--- src/hw/rtl/lbw_pkg.sv ---
package lbw_pkg;

    localparam int MaxBeams = 4096;
    localparam int IdxW     = 12;

    localparam logic [15:0] TrigA = 16'd25736;
    localparam logic [15:0] TrigB = 16'd10512;
    localparam logic [15:0] TrigC = 16'd1160;

    localparam logic signed [17:0] RearXNear = -18'sd307;
    localparam logic signed [17:0] RearXFar  = -18'sd717;
    localparam logic signed [17:0] RearHalfW = 18'sd287;

    localparam logic [2:0] RegMinRange = 3'd0;
    localparam logic [2:0] RegMaxRange = 3'd1;
    localparam logic [2:0] RegStart    = 3'd2;
    localparam logic [2:0] RegStep     = 3'd3;
    localparam logic [2:0] RegPoseX    = 3'd4;
    localparam logic [2:0] RegPoseY    = 3'd5;
    localparam logic [2:0] RegHeading  = 3'd6;

    typedef struct packed {
        logic [IdxW-1:0] beam_index;
        logic [15:0]     beam_range;
        logic            range_bad;
    } beam_t;

    typedef struct packed {
        logic        kept;
        logic [31:0] world_x;
        logic [31:0] world_y;
        logic [15:0] range_out;
    } point_t;

    typedef struct packed {
        logic [2:0]  index;
        logic [31:0] data;
    } cfg_t;

    typedef struct packed {
        logic [15:0]        min_range;
        logic [15:0]        max_range;
        logic [15:0]        start_angle;
        logic signed [15:0] angle_step;
        logic signed [31:0] pose_x;
        logic signed [31:0] pose_y;
        logic [15:0]        pose_heading;
    } regs_t;

    typedef struct packed {
        logic        neg;
        logic [14:0] x;
    } fold_t;

    function automatic fold_t fold_angle(input logic [15:0] a);
        fold_t f;
        logic [14:0] h;
        h = a[14:0];
        f.neg = a[15];
        f.x = (h > 15'd16384) ? 15'(16'd32768 - {1'b0, h}) : h;
        return f;
    endfunction

    function automatic logic signed [17:0] round_scale(input logic [15:0] rng,
                                                        input logic neg,
                                                        input logic [14:0] mag);
        logic [30:0] p;
        logic [16:0] r;
        p = rng * mag;
        r = 17'((31'(p) + 31'd8192) >> 14);
        return neg ? -$signed({1'b0, r}) : $signed({1'b0, r});
    endfunction

endpackage

--- src/hw/rtl/lbw_sin.sv ---
module lbw_sin
    import lbw_pkg::*;
(
    input  logic        clk,
    input  logic        en,
    input  logic [15:0] angle,
    output logic        neg,
    output logic [14:0] mag
);
    // four registered steps of the quarter-wave polynomial
    fold_t       f;
    logic [14:0] x1_reg, x2s_reg, x3_reg, x4_reg;
    logic [15:0] x2_reg, x2b_reg;
    logic [15:0] t_reg;
    logic [15:0] t2_reg;
    logic [3:0]  n_reg;
    logic [31:0] p1, p2, p3, p4;
    logic [15:0] x2_next, t_next, t2_next;
    logic [14:0] s_next;

    assign f = fold_angle(angle);
    assign p1 = f.x * f.x;
    assign x2_next = 16'(p1 >> 14);
    assign p2 = TrigC * x2_reg;
    assign t_next = TrigB - 16'(p2 >> 14);
    assign p3 = x2b_reg * t_reg;
    assign t2_next = TrigA - 16'(p3 >> 14);
    assign p4 = x3_reg * t2_reg;
    assign s_next = 15'(p4 >> 14);

    always_ff @(posedge clk)
    begin
        if (en)
        begin
            x1_reg  <= f.x;
            x2_reg  <= x2_next;
            x2s_reg <= x1_reg;
            x2b_reg <= x2_reg;
            t_reg   <= t_next;
            x3_reg  <= x2s_reg;
            t2_reg  <= t2_next;
            x4_reg  <= s_next;
            n_reg   <= {n_reg[2:0], f.neg};
        end
    end

    assign neg = n_reg[3];
    assign mag = x4_reg;
endmodule

--- config.mk ---
export PLATFORM = sky130hd
export DESIGN_NAME = lbw_sin
export DESIGN_NICKNAME = d
export VERILOG_FILES = /design/src/hw/rtl/lbw_pkg.sv /design/src/hw/rtl/lbw_sin.sv
export SDC_FILE = /design/constraint.sdc
export NUM_CORES = 2
export LEC_CHECK = 0
export ABC_AREA = 0
export BUFFER_PORTS_ARGS = -buffer_cell sky130_fd_sc_hd__buf_2
export CORE_MARGIN = 2
export CORE_UTILIZATION = 54
export CTS_BUF_LIST = sky130_fd_sc_hd__clkbuf_4
export CTS_CLUSTER_SIZE = 24
export DETAILED_ROUTE_END_ITERATION = 7
export GPL_TIMING_DRIVEN = 0
export PLACE_DENSITY = 0.75
export REMOVE_ABC_BUFFERS = 1
export SYNTH_ARGS = -nofsm -noshare
export SYNTH_HDL_FRONTEND = slang
export SYNTH_SLANG_ARGS = --single-unit
--- constraint.sdc ---
create_clock -name clk -period 9.75 [get_ports clk]
set_clock_uncertainty 0.15 [all_clocks]
set_input_delay 1.95 -clock clk [delete_from_list [all_inputs] [get_ports clk]]
set_output_delay 1.95 -clock clk [all_outputs]
set_load 0.05 [all_outputs]
======== Word level (Yosys, flattened, before mapping) ========
Index checks and enable logic that the tools add are counted.
cells by class
  add/sub/neg operators ................... 3
  multiply operators ...................... 4
  div/mod/pow operators ................... 0
  order comparisons ....................... 1
  equality and inequality tests ........... 0
  shift-type cells ........................ 0
  muxes and demuxes ....................... 1
  bitwise logic cells ..................... 0
  reductions and logical operators ........ 0
operator list
  cell                    count
  $mul 15x15->30          1
  $mul 16x16->30          1
  $mul 15x16->29          1
  $mul 8x16->24 const A   1
  $sub 15x16->16 const A  1
  $gt 15x15->1 const B    1
  $mux 15                 1
  $sub 1x15->15 const A   1
  $sub 14x13->15 const A  1
storage, ports and cells
  register bits after elaboration ......... 128
  bits in latches ......................... 0
  RAM bits ................................ 0
  memory bits (read-only) ................. 0
  bits of input ports ..................... 18
  output and inout bits ................... 16
  logic and storage cells ................. 18
  memories kept ........................... 0

======== Depth between registers and ports, before layout ========
  word-level depth ........................ 3
  gate-level depth with buffers ........... 34
  gate-level depth less buffers ........... 32

======== Worst setup path after synthesis ========
Ideal clock, no wire load.
  kind .................................... in2reg
  start ................................... input angle[0]
  end ..................................... register x2_reg[15] (data pin)
  setup time .............................. 0.258 ns
  arrival time ............................ 9.245 ns
  required time ........................... 9.342 ns
  path slack .............................. 0.098 ns
  cell stages on the path ................. 32
  path buffers ............................ 1
  path through ............................ clkbuf_1 clkinv_1 ha_1 nand4_2 o41a_4 o31ai_1 nand2_1 xnor2_1 clkinv_1 nand2_1 inv_1 fa_1 inv_1 fa_1 inv_1 fa_1 fa_1 fa_1 inv_1 fa_1 inv_1 ha_1 a21o_1 a21o_1 a21oi_1 nand2_1 a211oi_2 nor2_1 and4_4 a2111oi_4 o21ba_1 xnor2_1
RTL lines
  item                  line           RTL
  from (decl)           lbw_sin.sv:6   input logic [15:0] angle,
  to (signal assigned)  lbw_sin.sv:36  x2_reg <= x2_next;
  to (decl)             lbw_sin.sv:13  logic [15:0] x2_reg, x2b_reg;

==> reports/qor.csv <==
metric,value,unit
I/O Pins,34,
CP required,10.01,ns
WL per Instance,16.4,um
Post-synth EDFFs,126,
core area,48500,um^2
largest net degree at the start of global routing,97,
FF-to-FF path depth,22,
Synth Instances,2740,
measured slew at the worst slew-check pin,0.814,ns
sequential area share after synthesis,14.3,%
Crit path top cell by count,fa_1,
PnR worst setup slack,0.225,ns
Final Hold Viols,0,
DRT Wirelength,55400,um
Startpoint Class,input pin,
r2r startpoint,x2b_reg[9],
Netlist Area Pre-Place,26400,um^2
hold path cells,0,
initial antenna violation count,1,
CTS Sinks,126,
Die Y-Extent,225,um
Setup Viol. Count Final,0,
critical path class,in -> reg,
vias per cell,5.48,
cts bufs inserted,17,
r2r endpoint,t2_reg[15],
width of the chip,225,um
GRT Util Overall,23.5,%
largest family of logic cells by synthesized area,adder cells,
Ys Warns,0,
hold_buf cts,0,
Hold Crit Start,x1_reg[7],
element type at the critical path end,register,
CP startpoint,angle[0],
Max clock buf depth,2,
multiplexer share of the synthesized area,0.199,%
dpl hpwl,44400,um
routability congestion estimate,0.890,
CTS tree,done,
crit-path max FO,12,
Port Buf Inserts,33,
Final Net Count,3573,
Via Count,18500,
starting density of the core,54.4,%
initial DRC count,1137,
Synth Flop Type,edfxtp_1,
hold slack final,0.269,ns
WHS Endpoint,x2s_reg[7],
worst skew pair latency,0.67,ns
Slew Limit Headroom,45.7,%
DRC,0,
r2r setup slk,1.98,ns
Mean Syn Cell Area,9.63,um^2
fmax,0.105,GHz
area grow syn2layout,4.72,%
full die area,50700,um^2
row cnt,81,
fill count,4046,
Synth Area in Compound Gates,6.12,%
data arrival time of the worst path,9.78,ns
Synth Area in XOR/XNOR,2.59,%
Synth cell types,70,
Clock Pin Slew Worst Setup and Hold Paths,0.12,ns
outcome,completed,
post-layout util,56.9,%
simple-gate share of the synthesized area,14.4,%
Post-synth ARST share,0,%
Final Max Tran Viols,0,
max_cap viols,0,
min Tclk post-route,9.52,ns
Antenna Nets Post-Route,0,
H-tree lvl count,4,
Final Cycle Share,97.7,%
layout cells sized above 1,4.31,%
synthesized-area fraction occupied by adder cells,52.3,%
vias in the first global route,20100,
first-pass GRT wire length,94900,um
clock root cell,clkbuf_4,
Yosys reg bits,126,
Hold Path Class,reg -> reg,
Crit-path slowest cell,fa_1,
drt pass-1 iters,5,
Setup WS pre-CTS,-1.35,ns
grt total ovfl,0,
max incr delay on CP,0.53,ns
## routing by layer
metal | global-route usage [%] | wire (um)
met1 | 29.2 | 22300
met2 | 40.9 | 28000
met3 | 3.78 | 3140
met4 | 9.46 | 1980
met5 | 0 | 0
## worst max-delay path: cells and delay by family
| family | cells | cell delay [ns] |
|---|---|---|
| AOI/OAI and AO/OA | 7 | 1.86 |
| xor gates and xnor gates | 2 | 0.50 |
| adders and majority gates | 8 | 3.47 |
| buffers and inverters | 8 | 0.98 |
| and+or+nand+nor | 6 | 1.00 |
## timing repair
| action | CTS | global route |
|---|---|---|
| resized for setup | 9 | 13 |
| pin swaps | 0 | 5 |
| setup endpoints to repair | 7 | 6 |
| setup buffers | 0 | 13 |
## worst max-delay path by stage
| stage | depth (start not counted) | endpoint | slack (ns) |
|---|---|---|---|
| finish | 31 | x2_reg[15] | 0.23 |
| CTS | 31 | x2_reg[15] | 0.04 |
| floorplan | 30 | x2_reg[15] | 0.32 |
| detailed placement | 32 | x2_reg[15] | -1.35 |
| global placement | 32 | x2_reg[15] | -1.12 |
| global route | 31 | x2_reg[15] | -0.05 |
## final cells by class
type | count | area, um^2 | share of cell area (%)
inverters | 635 | 2400 | 8.68
clock inverters | 14 | 123 | 0.444
repair buffers | 47 | 309 | 1.12
well taps | 622 | 778 | 2.82
diodes | 1 | 2.50 | 0.00905
multi-input cells | 1919 | 20100 | 72.8
clock buffers | 18 | 135 | 0.489
flip-flops and latches | 126 | 3780 | 13.7
## cell usage after synthesis, types with 4 or more instances
library cell / n / area [um^2]
o21ai_0: 30 / 150
nand3_1: 21 / 105
ha_1: 320 / 4000
o21ai_1: 7 / 35.0
and4_1: 8 / 70.1
o21a_1: 10 / 75.1
nand2b_1: 8 / 50.1
or3_1: 11 / 68.8
o31ai_1: 5 / 37.5
o21bai_1: 6 / 45.0
and2_1: 220 / 1380
a211o_1: 5 / 43.8
a21o_1: 40 / 300
a31oi_1: 12 / 75.1
o211ai_1: 9 / 67.6
clkbuf_1: 71 / 267
a211oi_1: 11 / 82.6
and3_1: 13 / 81.3
fa_1: 489 / 9790
clkinv_1: 6 / 22.5
xor2_1: 25 / 219
edfxtp_1: 126 / 3780
or2_2: 8 / 50.1
o211a_1: 5 / 50.1
inv_1: 627 / 2350
nand2_1: 346 / 1300
nor2_1: 88 / 330
a21boi_0: 4 / 30.0
nand4_1: 14 / 87.6
a21oi_1: 58 / 290
xnor2_1: 53 / 464
nor2b_1: 8 / 50.1
nor3_1: 17 / 85.1
## kinds of logic after synthesis
group           Yosys count
simple gates            777
flops                   126
buf+inv                 710
other cells               2
compound gates          234
mux                       4
fa+ha+maj               809
xor+xnor                 78
## cells in the final DEF (no fill, tap or decap), types with 8 or more instances in the layout
cell,count
a31oi_1,12
nor2b_1,8
o211ai_1,9
buf_2,32
and2_1,220
fa_1,489
buf_4,12
a211oi_1,11
nand3_1,21
o21a_1,10
and4_1,8
o21ai_0,30
ha_1,320
xor2_1,18
clkbuf_4,18
inv_1,625
a21o_1,40
nand2_1,346
nor2_1,88
conb_1,17
nand2b_1,8
xnor2_1,49
nor3_1,17
edfxtp_1,126
and3_1,13
nand4_1,14
or2_2,8
or3_1,11
a21oi_1,57
## per-stage QoR
stage               setup TNS [ns]  area (um^2)  instances
floorplan                        0        26200       2680
global placement             -8.91        27100       3335
detailed placement          -11.78        27100       3336
CTS                              0        27500       3368
global route               -0.0455        27600       3382
finish                           0        27600       3382
Power is left out: the tool's default activity adds up to more than one toggle a clock period on the data nets, which glitch-free logic cannot reach.
